$ cat src/hdl/lsbse_pkg.sv
// Shared types, codes and constants for the LSB steganography embed/extract block.
`default_nettype none
package lsbse_pkg;

    // Field widths
    localparam int CHAN_W     = 8;
    localparam int NIB_W      = 4;
    localparam int POS_W      = 25;
    localparam int LEN_W      = 24;
    localparam int HDR_W      = 32;
    localparam int TOTAL_W    = 25;
    localparam int CFG_DATA_W = 25;
    localparam int CFG_IDX_W  = 2;
    localparam int TDATA_W    = 40;
    localparam int S_TUSER_W  = 1;
    localparam int M_TUSER_W  = 3;

    // Header is eight pixels of one nibble each; extract accepts 1..10000 bytes
    localparam logic [POS_W-1:0] HDR_LAST_POS = POS_W'(7);
    localparam logic [HDR_W-1:0] MAX_LENGTH   = HDR_W'(10000);
    localparam logic [POS_W-1:0] POS_MAX      = {POS_W{1'b1}};

    // Configuration register indexes
    localparam logic [CFG_IDX_W-1:0] REG_MODE      = 2'd0;
    localparam logic [CFG_IDX_W-1:0] REG_MSG_LEN   = 2'd1;
    localparam logic [CFG_IDX_W-1:0] REG_TOTAL_PIX = 2'd2;

    // Modes
    localparam logic MODE_HIDE    = 1'b0;
    localparam logic MODE_EXTRACT = 1'b1;

    typedef enum logic [1:0] {
        PH_HEADER  = 2'd0,
        PH_BODY    = 2'd1,
        PH_DONE    = 2'd2,
        PH_INVALID = 2'd3
    } phase_t;

    typedef enum logic [1:0] {
        ST_WORKING    = 2'd0,
        ST_FINISHED   = 2'd1,
        ST_NO_MESSAGE = 2'd2,
        ST_TOO_LONG   = 2'd3
    } status_t;

    typedef struct packed {
        logic                mode;
        logic [LEN_W-1:0]    message_length;
        logic [TOTAL_W-1:0]  image_pixels;
    } cfg_t;

    typedef struct packed {
        phase_t              phase;
        logic [POS_W-1:0]    pixel_position;
        logic [HDR_W-1:0]    length_shift;
        logic [NIB_W-1:0]    nibble_hold;
        logic [LEN_W-1:0]    bytes_done;
    } state_t;

    typedef struct packed {
        logic                frame_start;
        logic [CHAN_W-1:0]   red;
        logic [CHAN_W-1:0]   green;
        logic [CHAN_W-1:0]   blue;
        logic [CHAN_W-1:0]   alpha;
        logic [CHAN_W-1:0]   message_byte;
    } pixel_in_t;

    typedef struct packed {
        logic [CHAN_W-1:0]   out_red;
        logic [CHAN_W-1:0]   out_green;
        logic [CHAN_W-1:0]   out_blue;
        logic [CHAN_W-1:0]   out_alpha;
        logic                byte_valid;
        logic [CHAN_W-1:0]   byte_value;
        logic                last_byte;
        status_t             status;
    } result_t;

endpackage
`default_nettype wire

$ cat src/hdl/lsbse_cfg.sv
// Configuration register file: mode, message length and image pixel count.
`default_nettype none
module lsbse_cfg (
    input  wire logic                            aclk,
    input  wire logic                            aresetn,
    input  wire logic                            cfg_we,
    input  wire logic [lsbse_pkg::CFG_IDX_W-1:0] cfg_index,
    input  wire logic [lsbse_pkg::CFG_DATA_W-1:0] cfg_wdata,
    output lsbse_pkg::cfg_t                      cfg
);

    lsbse_pkg::cfg_t cfg_reg;

    // Register writes; unknown indexes are dropped
    always_ff @(posedge aclk) begin
        if (!aresetn) begin
            cfg_reg.mode           <= lsbse_pkg::MODE_EXTRACT;
            cfg_reg.message_length <= '0;
            cfg_reg.image_pixels   <= lsbse_pkg::TOTAL_W'(1);
        end else if (cfg_we) begin
            unique case (cfg_index)
                lsbse_pkg::REG_MODE:
                    cfg_reg.mode <= cfg_wdata[0];
                lsbse_pkg::REG_MSG_LEN:
                    cfg_reg.message_length <= cfg_wdata[lsbse_pkg::LEN_W-1:0];
                lsbse_pkg::REG_TOTAL_PIX:
                    cfg_reg.image_pixels <= cfg_wdata[lsbse_pkg::TOTAL_W-1:0];
                default: ;
            endcase
        end
    end

    assign cfg = cfg_reg;

endmodule
`default_nettype wire

$ cat src/hdl/lsbse_step.sv
// Per-pixel combinational step: embeds or recovers one nibble and computes next state.
`default_nettype none
module lsbse_step (
    input  wire lsbse_pkg::cfg_t     cfg,
    input  wire lsbse_pkg::state_t   state_cur,
    input  wire lsbse_pkg::pixel_in_t pix,
    output lsbse_pkg::state_t   state_next,
    output lsbse_pkg::result_t  result
);

    lsbse_pkg::state_t          st;          // state after frame restart
    logic [lsbse_pkg::POS_W:0]  need;        // pixels needed to hide message
    logic [lsbse_pkg::POS_W:0]  final_pos;
    logic                       too_long;
    logic                       in_range;
    logic                       is_final;
    logic                       in_header;
    logic [lsbse_pkg::HDR_W-1:0] len_word;
    logic [lsbse_pkg::NIB_W-1:0] hide_nib;
    logic [lsbse_pkg::NIB_W-1:0] pix_nib;
    logic [lsbse_pkg::HDR_W-1:0] shift_new;
    logic                       hdr_end;
    logic                       len_bad;
    logic [lsbse_pkg::LEN_W-1:0] bytes_inc;
    logic                       msg_end;

    // Frame start clears state before the pixel is handled
    always_comb begin
        st = state_cur;
        if (pix.frame_start) begin
            st.phase          = lsbse_pkg::PH_HEADER;
            st.pixel_position = '0;
            st.length_shift   = '0;
            st.nibble_hold    = '0;
            st.bytes_done     = '0;
        end
    end

    // Hide side: capacity check and nibble to embed
    assign need      = {1'b0, cfg.message_length, 1'b0} + (lsbse_pkg::POS_W+1)'(8);
    assign final_pos = need - (lsbse_pkg::POS_W+1)'(1);
    assign too_long  = need > {1'b0, cfg.image_pixels};
    assign in_range  = {1'b0, st.pixel_position} <= final_pos;
    assign is_final  = {1'b0, st.pixel_position} == final_pos;
    assign in_header = (st.pixel_position[lsbse_pkg::POS_W-1:3] == '0);
    assign len_word  = {8'd0, cfg.message_length};
    assign hide_nib  = in_header ? len_word[{~st.pixel_position[2:0], 2'b00} +: 4]
                     : (st.pixel_position[0] ? pix.message_byte[3:0]
                                             : pix.message_byte[7:4]);

    // Extract side: recovered nibble, header and byte bookkeeping
    assign pix_nib   = {pix.red[0], pix.green[0], pix.blue[0], pix.alpha[0]};
    assign shift_new = {st.length_shift[lsbse_pkg::HDR_W-5:0], pix_nib};
    assign hdr_end   = (st.pixel_position == lsbse_pkg::HDR_LAST_POS);
    assign len_bad   = (shift_new == '0) || (shift_new > lsbse_pkg::MAX_LENGTH);
    assign bytes_inc = st.bytes_done + lsbse_pkg::LEN_W'(1);
    assign msg_end   = {8'd0, bytes_inc} >= st.length_shift;

    // Next state
    always_comb begin
        state_next = st;
        if (st.pixel_position != lsbse_pkg::POS_MAX) begin
            state_next.pixel_position = st.pixel_position + lsbse_pkg::POS_W'(1);
        end
        if (cfg.mode == lsbse_pkg::MODE_EXTRACT) begin
            unique case (st.phase)
                lsbse_pkg::PH_HEADER: begin
                    state_next.length_shift = shift_new;
                    if (hdr_end) begin
                        state_next.phase = len_bad ? lsbse_pkg::PH_INVALID
                                                   : lsbse_pkg::PH_BODY;
                    end
                end
                lsbse_pkg::PH_BODY: begin
                    if (!st.pixel_position[0]) begin
                        state_next.nibble_hold = pix_nib;
                    end else begin
                        state_next.bytes_done = bytes_inc;
                        if (msg_end) begin
                            state_next.phase = lsbse_pkg::PH_DONE;
                        end
                    end
                end
                default: ;
            endcase
        end
    end

    // Outputs
    always_comb begin
        result.out_red    = pix.red;
        result.out_green  = pix.green;
        result.out_blue   = pix.blue;
        result.out_alpha  = pix.alpha;
        result.byte_valid = 1'b0;
        result.byte_value = '0;
        result.last_byte  = 1'b0;
        result.status     = lsbse_pkg::ST_WORKING;
        if (cfg.mode == lsbse_pkg::MODE_HIDE) begin
            if (too_long) begin
                result.status = lsbse_pkg::ST_TOO_LONG;
            end else if (in_range) begin
                result.out_red   = {pix.red[7:1],   hide_nib[3]};
                result.out_green = {pix.green[7:1], hide_nib[2]};
                result.out_blue  = {pix.blue[7:1],  hide_nib[1]};
                result.out_alpha = {pix.alpha[7:1], hide_nib[0]};
                if (is_final) begin
                    result.last_byte = 1'b1;
                    result.status    = lsbse_pkg::ST_FINISHED;
                end
            end else begin
                result.status = lsbse_pkg::ST_FINISHED;
            end
        end else begin
            unique case (st.phase)
                lsbse_pkg::PH_HEADER: begin
                    if (hdr_end && len_bad) begin
                        result.status = lsbse_pkg::ST_NO_MESSAGE;
                    end
                end
                lsbse_pkg::PH_BODY: begin
                    if (st.pixel_position[0]) begin
                        result.byte_valid = 1'b1;
                        result.byte_value = {st.nibble_hold, pix_nib};
                        if (msg_end) begin
                            result.last_byte = 1'b1;
                            result.status    = lsbse_pkg::ST_FINISHED;
                        end
                    end
                end
                lsbse_pkg::PH_DONE:    result.status = lsbse_pkg::ST_FINISHED;
                lsbse_pkg::PH_INVALID: result.status = lsbse_pkg::ST_NO_MESSAGE;
                default: ;
            endcase
        end
    end

endmodule
`default_nettype wire

$ cat src/hdl/lsb_stego_embed_extract.sv
// Flow: an accepted item is held in the input register, then its result in the result register.
// Throughput: one pixel per cycle sustained while results are taken; the input register and result register form
//   a two-stage pipeline that advances whenever the result register is free or being taken.
// Reset (aresetn low, synchronous) empties both stages, restores the header state and
//   loads mode extract, message length 0 and total pixels 1.
`default_nettype none
module lsb_stego_embed_extract (
    input  wire logic                              aclk,
    input  wire logic                              aresetn,
    // Input pixels
    input  wire logic                              s_tvalid,
    output      logic                              s_tready,
    // red, green, blue, alpha, message_byte (low to high)
    input  wire logic [lsbse_pkg::TDATA_W-1:0]     s_tdata,
    // frame_start
    input  wire logic [lsbse_pkg::S_TUSER_W-1:0]   s_tuser,
    // Result pixels
    output      logic                              m_tvalid,
    input  wire logic                              m_tready,
    // out_red, out_green, out_blue, out_alpha, byte_value (low to high)
    output      logic [lsbse_pkg::TDATA_W-1:0]     m_tdata,
    // byte_valid, status (low to high)
    output      logic [lsbse_pkg::M_TUSER_W-1:0]   m_tuser,
    output      logic                              m_tlast,
    // Configuration writes
    input  wire logic                              cfg_we,
    input  wire logic [lsbse_pkg::CFG_IDX_W-1:0]   cfg_index,
    input  wire logic [lsbse_pkg::CFG_DATA_W-1:0]  cfg_wdata
);

    lsbse_pkg::cfg_t        cfg;
    lsbse_pkg::pixel_in_t   in_reg;
    logic                   in_valid_reg;
    lsbse_pkg::state_t      state_reg;
    lsbse_pkg::state_t      state_next;
    lsbse_pkg::result_t     result_next;
    lsbse_pkg::result_t     out_reg;
    logic                   out_valid_reg;
    logic                   advance;

    lsbse_cfg u_cfg (
        .aclk      (aclk),
        .aresetn   (aresetn),
        .cfg_we    (cfg_we),
        .cfg_index (cfg_index),
        .cfg_wdata (cfg_wdata),
        .cfg       (cfg)
    );

    lsbse_step u_step (
        .cfg        (cfg),
        .state_cur  (state_reg),
        .pix        (in_reg),
        .state_next (state_next),
        .result     (result_next)
    );

    // Pipeline handshake
    assign advance  = in_valid_reg && (!out_valid_reg || m_tready);
    assign s_tready = !in_valid_reg || advance;

    // Input register
    always_ff @(posedge aclk) begin
        if (!aresetn) begin
            in_valid_reg <= 1'b0;
        end else if (s_tready) begin
            in_valid_reg <= s_tvalid;
        end
    end

    always_ff @(posedge aclk) begin
        if (s_tready && s_tvalid) begin
            in_reg.frame_start  <= s_tuser[0];
            in_reg.red          <= s_tdata[7:0];
            in_reg.green        <= s_tdata[15:8];
            in_reg.blue         <= s_tdata[23:16];
            in_reg.alpha        <= s_tdata[31:24];
            in_reg.message_byte <= s_tdata[39:32];
        end
    end

    // Frame state, updated as each item moves to the result register
    always_ff @(posedge aclk) begin
        if (!aresetn) begin
            state_reg.phase          <= lsbse_pkg::PH_HEADER;
            state_reg.pixel_position <= '0;
            state_reg.length_shift   <= '0;
            state_reg.nibble_hold    <= '0;
            state_reg.bytes_done     <= '0;
        end else if (advance) begin
            state_reg <= state_next;
        end
    end

    // Result register
    always_ff @(posedge aclk) begin
        if (!aresetn) begin
            out_valid_reg <= 1'b0;
        end else if (advance) begin
            out_valid_reg <= 1'b1;
        end else if (m_tready) begin
            out_valid_reg <= 1'b0;
        end
    end

    always_ff @(posedge aclk) begin
        if (advance) begin
            out_reg <= result_next;
        end
    end

    assign m_tvalid = out_valid_reg;
    assign m_tdata  = {out_reg.byte_value, out_reg.out_alpha, out_reg.out_blue,
                       out_reg.out_green, out_reg.out_red};
    assign m_tuser  = {out_reg.status, out_reg.byte_valid};
    assign m_tlast  = out_reg.last_byte;

    // Recovered bytes only appear in extract mode
    a_byte_mode: assert property (@(posedge aclk) disable iff (!aresetn)
        (m_tvalid && m_tuser[0]) |-> (cfg.mode == lsbse_pkg::MODE_EXTRACT))
        else $error("recovered byte while in hide mode");

    // A last mark always comes with finished status
    a_last_status: assert property (@(posedge aclk) disable iff (!aresetn)
        (m_tvalid && m_tlast) |-> (out_reg.status == lsbse_pkg::ST_FINISHED))
        else $error("last mark without finished status");

    // Pixel position only falls at a frame start
    a_pos_mono: assert property (@(posedge aclk) disable iff (!aresetn)
        !(advance && in_reg.frame_start)
        |=> (state_reg.pixel_position >= $past(state_reg.pixel_position)))
        else $error("pixel position fell without frame start");

    // Body phase is entered only at the last header pixel
    a_body_entry: assert property (@(posedge aclk) disable iff (!aresetn)
        (advance && state_reg.phase == lsbse_pkg::PH_HEADER && !in_reg.frame_start
         && state_next.phase == lsbse_pkg::PH_BODY)
        |-> (state_reg.pixel_position == lsbse_pkg::HDR_LAST_POS))
        else $error("body phase entered away from header end");

    // Too long status never carries a recovered byte or last mark
    a_too_long: assert property (@(posedge aclk) disable iff (!aresetn)
        (m_tvalid && out_reg.status == lsbse_pkg::ST_TOO_LONG)
        |-> (!m_tuser[0] && !m_tlast))
        else $error("too long status with byte or last mark");

endmodule
`default_nettype wire

$ cat config.mk
export PLATFORM = sky130hd
export DESIGN_NAME = lsb_stego_embed_extract
export DESIGN_NICKNAME = d
export VERILOG_FILES = /design/src/hdl/lsbse_pkg.sv /design/src/hdl/lsbse_cfg.sv /design/src/hdl/lsbse_step.sv /design/src/hdl/lsb_stego_embed_extract.sv
export SDC_FILE = /design/constraint.sdc
export NUM_CORES = 1
export LEC_CHECK = 0
export BUFFER_PORTS_ARGS = -buffer_cell sky130_fd_sc_hd__buf_2
export CORE_MARGIN = 2
export CORE_UTILIZATION = 50
export DETAILED_ROUTE_END_ITERATION = 12
export PLACE_DENSITY = 0.75
export RECOVER_POWER = 25
export SYNTH_ARGS = -nofsm -noshare
export SYNTH_HDL_FRONTEND = slang
export SYNTH_HIERARCHICAL = 1
export SYNTH_SLANG_ARGS = --single-unit
$ cat constraint.sdc
create_clock -name aclk -period 5.7 [get_ports aclk]
set_input_delay 0.285 -clock aclk [delete_from_list [all_inputs] [get_ports aclk]]
set_output_delay 0.285 -clock aclk [all_outputs]
set_load 0.03 [all_outputs]
### After elaboration in Yosys (flattened, before gate mapping)

Index checks and enable logic that the tools add are counted.

| word-level totals | value |
|---|---|
| bits in registers | 224 |
| bits of input ports | 73 |
| output and inout port bits | 46 |
| word-level logic and storage cells | 91 |

| cells by class | value |
|---|---|
| mux-type cells | 31 |
| magnitude comparators | 4 |
| bitwise logic cells | 1 |
| eq/ne operators | 8 |
| add/sub/neg operators | 4 |
| shift operators | 1 |
| reductions and logical operators | 18 |

Operators by type and width:

| operator | number |
|---|---|
| two-way mux 25 bit | 4 |
| two-way mux 87 bit | 1 |
| two-way mux 60 bit | 1 |
| >= comparator 24 x 32 -> 1 bit | 1 |
| > comparator 32 x 14 -> 1 bit, second input constant | 1 |
| logical NOT 32 bit | 1 |
| two-way mux 32 bit | 1 |
| variable part select 32 x 6 -> 4 bit | 1 |
| two-way mux 28 bit | 1 |
| adder 25 x 4 -> 26 bit, second input constant | 1 |
| equality test 25 x 26 -> 1 bit | 1 |
| > comparator 26 x 25 -> 1 bit | 1 |
| <= comparator 25 x 26 -> 1 bit | 1 |
| subtractor 26 x 1 -> 26 bit, second input constant | 1 |
| adder 25 x 1 -> 25 bit, second input constant | 1 |
| equality test 25 x 3 -> 1 bit, second input constant | 1 |
| != test 25 bit, second input constant | 1 |
| adder 24 x 1 -> 24 bit, second input constant | 1 |
| two-way mux 24 bit | 1 |
| logical NOT 22 bit | 1 |
| two-way mux 2 bit | 8 |
| two-way mux 12 bit | 1 |
| two-way mux 4 bit | 3 |
| two-way mux 3 bit | 3 |
| other kinds (13) | 29 |

### Depth between registers and ports, before layout

Gate-level depths: netlist of run 1.

| logic depth | value |
|---|---|
| depth after elaboration | 7 |
| mapped depth | 24 |
| gate-level depth less buffers | 19 |

### Modules after synthesis

The synthesis of run 1 kept the hierarchy.

Modules (own cells, without submodules):

| module | times used | cells an instance | area an instance (sq um) |
|---|---|---|---|
| lsbse_step | 1 | 964 | 6302.3 |
| lsb_stego_embed_extract | 1 | 472 | 6084.6 |
| lsbse_cfg | 1 | 194 | 1941.9 |

### Least setup slack after synthesis of run 1

Ideal clock, no wire load.

| path | value |
|---|---|
| path kind | reg2reg |
| start | register in_reg[40] in the netlist's numbering |
| end | register out_reg, in the netlist m_tuser[1] (data pin) |
| arrival time | 4.729 ns |
| clock period less this slack | 4.988 ns |
| slack | 0.712 ns |
| cell stages (with the launch flop) | 22 |
| library setup time | 0.259 ns |
| cells stage by stage | edfxtp_1 buf_2 clkbuf_1 buf_2 buf_1 nor2b_1 ha_1 and3_1 and4_1 and4_1 nand3_1 or3_1 clkbuf_1 or3_1 a21oi_1 ha_1 a21o_1 a221o_1 a211oi_1 o21ai_0 a41o_1 o31a_1 |

RTL lines:

| element | RTL line | RTL |
|---|---|---|
| start, declared | lsb_stego_embed_extract.sv:32 | `lsbse_pkg::pixel_in_t in_reg;` |
| end signal, assigned | lsb_stego_embed_extract.sv:108 | `out_reg <= result_next;` |
| end, declared | lsb_stego_embed_extract.sv:37 | `lsbse_pkg::result_t out_reg;` |

==> flow_summary_export.csv, run 1 <==
group,metric,value,unit
pwr,powerDensity,232.5,mW/mm^2
global_routing,grt_max_degree,139,
clock_network,cts_tree,"yes",
die,io_pins,119,
global_routing,grt_usage,22.65,%
final_layout,drive_gt1_share,11.39,%
pwr,clock_power_share,43.2,%
global_routing,grt_pass1_vias,11314,
critical_path,path_max_fanout,12,
pwr,intPower,2.787,mW
pwr,sw_frac_of_total,25.36,%
logic_synthesis,yosys.area.top_type,"dfxtp_1",
pwr,power.share.combinational,9.9,%
placement,place_area,0.01480,sq mm
final_layout,area_delta_synth_final,12.08,%
clock_network,clkTransAtPathRegs,70,ps
die,fp-row-count,61,
logic_synthesis,synth_edf_count,85,
global_routing,grt.busiest_layer,"met2",
clock_network,clock_path_buffers,3,
logic_synthesis,ys_top_cells_by_area,"dfxtp_1 19%, edfxtp_1 18%, mux2i_1 11%",
routing,viasPerCell,5.562,
pwr,p_leak,6.311,nW
clock_network,root_buffer,"clkbuf_16",
placement,numPortBuffers,118,
global_routing,use_met2,39.42,%
final_layout,nFillCells,2460,
routing,first_pass_iters,5,
logic_synthesis,yosysTopAreaCellShare,19.42,%
final_layout,final_area,0.01606,sq mm
sta,hold_viol,0,
final_layout,regArea,0.005335,sq mm
sta,relSlewSlack,27.95,%
status,status,"finished clean",
die,die_h,173.3,um
sta,setup_violations,0,
worst_hold_path,hold_path.class,"primary input to flop",
critical_path,startpoint_type,"flop",
final_layout,multi_input_area,0.008122,sq mm
sta,worst_pin_slew,1078,ps
clock_network,cts_setup_buffers,0,
pwr,vdd_drop_max,0.0002197,V
pwr,seqPwrFrac,46.9,%
critical_path,crit_arrival,5510,ps
placement,place.gp.congestion,0.9414,
critical_path,criticalPathCategory,"flop to flop",
routing,drt-total-wl,35110,um
logic_synthesis,syn_nets,1775,
sta,clock.fmax,190.7,MHz
sta,holdWs,9.117,ps
sta,skew,13.38,ps
clock_network,htree_levels,1,
critical_path,end_kind,"flop",
logic_synthesis,synth_cell_types,79,
sta,rsz0062_at_grt,"false",
critical_path,crit_required,5970,ps
logic_synthesis,ys_seq_area_share,37.23,%
routing,drt-initial-drc-count,879,
global_routing,grt.overflow.total,0,
sta,report.final.slew_viol_count,0,
die,die_area,0.03003,sq mm
routing,num_vias,11725,
routing,drtAntennaViolNets,0,
global_routing,antenna_found_initial,0,
logic_synthesis,ys_seq_elements,224,
logic_synthesis,async_reset_ff_share,0,%
pwr,total_power,3.734,mW
logic_synthesis,ys_warn_count,6,
sta,setup_tns,0,ps
sta,period_minus_slack,5243,ps
logic_synthesis,synth_area_per_cell,8.791,sq um
clock_network,insertion_delay,540,ps
die,coreArea,0.02801,sq mm
placement,place_worst_setup_slack,381.8,ps
final_layout,final_core_util,57.33,%
logic_synthesis,synthFlopType,"dfxtp_1",
run,cap_violations,0,
placement,hpwlAfterDp,24010,um
routing,drc,0,
die,die_x,173.3,um
clock_network,cts_sinks,224,
global_routing,grtUsageMet1,29.10,%
final_layout,diodes,0,
logic_synthesis,netlist_area,0.01433,sq mm
global_routing,grt_pass1_wl,56720,um
final_layout,largest_reg_flops,87,
global_routing,grt_use_met3,3.026,%
sta,period_share,91.98,%
final_layout,final_cells,2108,
sta,fin_ws,457.4,ps
placement,dp.cells,2019,
pwr,p_switching,0.9468,mW
routing,routedWlPerCell,16.65,um
die,initial_core_util,51.15,%
final_layout,num-nets-final,1856,
logic_synthesis,synthCells,1630,
clock_network,numCtsBuffers,25,
==> power groups by stage <==
stage / Sequential, mW / Combinational [mW] / Clock [mW]
floorplan: 1.79 / 0.250 / 0
global placement: 1.78 / 0.335 / 0
detailed placement: 1.78 / 0.340 / 0
CTS: 1.75 / 0.366 / 1.64
global route: 1.75 / 0.403 / 1.70
finish: 1.75 / 0.370 / 1.61
==> worst max-delay path: stages, from the launching register on <==
cell and delay (ps):
dfxtp_1 580, ha_2 400, and4_1 370, nand4_1 150
xor2_1 310, inv_1 130, a21oi_1 320, nand4_1 230
nor2_1 190, xnor2_1 100, ha_1 330, nand3_1 90
nor3_1 380, nand3_1 150, a221oi_1 250, a211oi_1 210
or4_4 600, nand3_1 110, o211ai_1 80
==> cell families after synthesis <==
logic type | after synthesis | synth area share [%]
AOI/OAI and AO/OA | 149 | 6.715
muxes | 167 | 11.69
DFF | 224 | 37.23
and+or+nand+nor | 740 | 25.06
buffers and inverters | 168 | 6.235
xor gates and xnor gates | 110 | 6.776
adders and majority gates | 72 | 6.287
==> placed cells by master, fill, tap and decap left out, types with 5 or more instances in the layout <==
cell	count
nand4_1	38
a21oi_1	44
dfxtp_1	139
clkbuf_1	6
nand2b_1	9
nor2_1	64
nor2b_1	38
nand2_1	392
nor4_1	16
edfxtp_1	85
xor2_1	51
buf_2	114
o211ai_1	11
and3b_1	5
clkbuf_16	25
buf_4	11
o21ai_0	32
nand3_1	56
ha_1	71
clkinv_2	5
and3_1	24
or4_1	5
and4_1	11
dlygate4sd3_1	43
or3_1	7
a211oi_1	12
mux2i_1	164
nor3_1	16
inv_1	49
a21o_1	11
nand3b_1	6
and2_1	20
xnor2_1	58
==> cell type report <==
type / instances / share of cell area, %
clock buffer: 30 / 4.137
clock inverter: 16 / 0.9661
inverter: 49 / 1.145
multi-input combinational: 1238 / 50.57
sequential: 224 / 33.22
tap: 378 / 2.945
timing repair buffer: 173 / 7.012
==> path summary, 6_finish.rpt <==
check	startpoint	to	slack [ps]	cells after the start
worst max register to register	u_cfg/cfg[27]$_SDFFE_PN0P_	m_tdata[24]$_DFFE_PP_	460	18
worst min register to register	in_reg[35]$_DFFE_PP_	m_tdata[3]$_DFFE_PP_	420	0
worst max-delay path	u_cfg/cfg[27]$_SDFFE_PN0P_	m_tdata[24]$_DFFE_PP_	460	18
worst min-delay path	cfg_wdata[10]	u_cfg/cfg[35]$_SDFFE_PN0P_	9	3
==> synthesized netlist by cell type (9+ instances only) <==
| master | n |
|---|---|
| mux2i_1 | 164 |
| nor2_1 | 64 |
| a21oi_1 | 44 |
| a211oi_1 | 12 |
| nand4_1 | 38 |
| buf_4 | 40 |
| xor2_1 | 51 |
| ha_1 | 72 |
| nand2_1 | 392 |
| a21o_1 | 11 |
| nand2b_1 | 9 |
| edfxtp_1 | 85 |
| nor3_1 | 16 |
| and2_1 | 21 |
| clkbuf_1 | 44 |
| o21ai_0 | 32 |
| and4_1 | 11 |
| o211ai_1 | 11 |
| and3_1 | 24 |
| nor4_1 | 16 |
| nor2b_1 | 39 |
| nand3_1 | 56 |
| xnor2_1 | 58 |
| buf_2 | 22 |
| dfxtp_1 | 139 |
| inv_1 | 49 |
==> layer usage <==
metal  part of all wire [%]  up-vias
met1                     44     5484
met4                    2.9        0
met5                      0        -
li1                       -     5816
met2                     48      351
met3                    4.8       74
==> what timing repair did <==
action | in CTS | in global routing
gates resized for setup | 0 | 2
endpoints found under the hold margin | 43 | 0
endpoints found under the setup margin | 0 | 4
hold buffers | 43 | 0
(Power assumes the default switching activity.)
==> run 2, diff against run 1 <==
PLACE_DENSITY = 0.77   (was 0.75)
clock period = 4.2 ns   (was 5.7 ns; I/O delays follow)
==> flow_summary_export.csv, run 2 (synthesis results as in run 1) <==
group,metric,value,unit
status,status,"finished, violations left",
status,violations,"max-capacitance violations, max-slew violations",
critical_path,crit_path_top_delay_cell,"edfxtp_1",
final_layout,final_common_cell,"nand2_1",
pwr,clock_power_share,40.7,%
sta,setup_violations,0,
die,die_h,173.3,um
clock_network,insertion_delay,540,ps
sta,report.final.slew_viol_count,144,
global_routing,grt_usage,24.12,%
die,fp-row-count,61,
sta,hold_viol,0,
critical_path,criticalPathCategory,"flop to flop",
pwr,sw_frac_of_total,25.68,%
critical_path,crit_arrival,4430,ps
routing,drt-total-wl,37860,um
final_layout,drive_gt1_share,18.18,%
placement,hpwlAfterDp,25470,um
final_layout,final_core_util,61.75,%
clock_network,clock_path_buffers,3,
final_layout,final_cells,2232,
routing,drc,0,
clock_network,numCtsBuffers,24,
critical_path,startpoint_type,"flop",
worst_hold_path,whs_path_depth,3,
die,io_pins,119,
critical_path,r2r_cells,18,
global_routing,grt_max_degree,145,
worst_hold_path,min_from,"m_tready",
critical_path,r2r-start,"in_reg[40]$_DFFE_PP_",
final_layout,final_area,0.01730,sq mm
sta,setup_tns,0,ps
routing,drtAntennaViolNets,0,
global_routing,grt_pass1_wl,60820,um
sta,fin_ws,54.06,ps
global_routing,grt.overflow.total,0,
run,cap_violations,1,
clock_network,htree_levels,1,
clock_network,cts_tree,"yes",
clock_network,cts_sinks,224,
die,die_x,173.3,um
critical_path,crit_required,4480,ps
sta,holdWs,41.41,ps
critical_path,cp_cell_sequence,"buf_6, nor2b_4, ha_4, and3_4, and4_4, and4_4, nand3_2, or3_4, or3_4, a21oi_2, ha_1, nand4_1, a211oi_2, a221o_1, a211oi_2, o21ai_2, a41o_1, o31a_1",
worst_hold_path,hold_end,"m_tvalid$_SDFFE_PN0P_",
global_routing,antenna_found_initial,1,
pwr,seqPwrFrac,47.3,%
critical_path,path_max_fanout,5,
critical_path,crit_buf_inv,1,
worst_hold_path,hold_path.class,"primary input to flop",
placement,place_worst_setup_slack,-138.4,ps
sta,relSlewSlack,-73.68,%
die,initial_core_util,51.15,%
critical_path,timing.rr.end,"m_tuser[1]$_DFFE_PP_",
pwr,total_power,5.000,mW
final_layout,diodes,0,
sta,clock.fmax,241.2,MHz
clock_network,root_buffer,"clkbuf_16",
pwr,vdd_drop_max,0.0003433,V
sta,worst_pin_slew,2605,ps
sta,period_share,98.71,%
placement,place_area,0.01550,sq mm
die,die_area,0.03003,sq mm
placement,numPortBuffers,118,
global_routing,grt_pass1_vias,12131,
routing,first_pass_iters,5,
pwr,p_leak,6.939,nW
placement,dp.cells,2102,
pwr,intPower,3.715,mW
routing,num_vias,12494,
pwr,powerDensity,289.1,mW/mm^2
routing,viasPerCell,5.598,
routing,drt-initial-drc-count,1104,
die,coreArea,0.02801,sq mm
critical_path,end_kind,"flop",
clock_network,clkTransAtPathRegs,60,ps
pwr,p_switching,1.284,mW
critical_path,critPathMaxStageDelay,400,ps
sta,rsz0062_at_grt,"true",
critical_path,reg2reg_setup_slack,50,ps
sta,period_minus_slack,4146,ps
sta,skew,17.51,ps
final_layout,num-nets-final,1981,
final_layout,final_cell_mix,"390 x nand2_1, 164 x mux2i_1, 131 x dfxtp_1",
critical_path,cpLargestDelayFamily,"simple AND/OR/NAND/NOR gates",
routing,routedWlPerCell,16.96,um
final_layout,nFillCells,2265,
pwr,power.share.combinational,12.0,%
final_layout,largest_reg_flops,87,
final_layout,area_delta_synth_final,20.70,%
placement,place.gp.congestion,0.9484,
[run 2: cell types whose count changed in the layout (fill, tap and decap cells not counted), sizes merged]
cell,previous run,this run
buf,127,222
dlygate4sd3,43,68
clkbuf,33,42
clkinv,9,7
bufinv,2,1
clkinvlp,4,3
inv,50,49
[run 2: power groups by stage]
stage | Clock [mW] | Combinational [mW] | Sequential, mW
after detailed placement | 0 | 0.509 | 2.41
after CTS | 2.06 | 0.569 | 2.36
after floorplan | 0 | 0.344 | 2.44
final | 2.03 | 0.599 | 2.37
after global routing | 2.15 | 0.646 | 2.37
after global placement | 0 | 0.497 | 2.41
[run 2: worst max path at each step]
stage                                           from               endpoint  slack [ps]  cells past startpoint
final                           in_reg[40]$_DFFE_PP_   m_tuser[1]$_DFFE_PP_          50                     18
after global routing      u_cfg/cfg[28]$_SDFFE_PN0P_  m_tdata[24]$_DFFE_PP_         -90                     21
after CTS                 u_cfg/cfg[27]$_SDFFE_PN0P_   m_tdata[8]$_DFFE_PP_          20                     19
after detailed placement  u_cfg/cfg[27]$_SDFFE_PN0P_   m_tdata[8]$_DFFE_PP_        -140                     18
after global placement    u_cfg/cfg[27]$_SDFFE_PN0P_  m_tdata[24]$_DFFE_PP_           3                     18
after floorplan                 in_reg[40]$_DFFE_PP_   m_tuser[1]$_DFFE_PP_        -210                     21
[run 2: worst min-delay path, stage by stage]
cell	delay [ps]
buf_2	110
nor2b_4	50
o21a_1	160
[run 2: final cells by class]
cell class | instances | area (sq um) | share of cell area [%]
clock inverter | 11 | 92.59 | 0.5353
clock buffer | 33 | 644.4 | 3.726
timing repair buffer | 299 | 2157 | 12.47
multi-input combinational | 1238 | 8394 | 48.54
sequential | 224 | 5350 | 30.93
inverter | 49 | 183.9 | 1.063
tap | 378 | 473.0 | 2.735
[run 2: per-layer routing]
layer  share of wire (%)  vias to the layer above  track usage, %
li1                    -                     6055               -
met1                  41                     5932           29.86
met2                  50                      399           43.33
met3                 4.9                      108           3.026
met4                 3.6                        0           8.157
met5                   0                        -               0
[run 2: what timing repair did]
| action | 4_1_cts | 5_1_grt |
|---|---|---|
| buffers inserted | 0 | 18 |
| endpoints found under the setup margin | 4 | 9 |
| hold endpoints to repair | 91 | 0 |
| gates resized for setup | 13 | 47 |
| pin swaps | 1 | 28 |
| hold buffers | 68 | 0 |
| cloned | 0 | 0 |
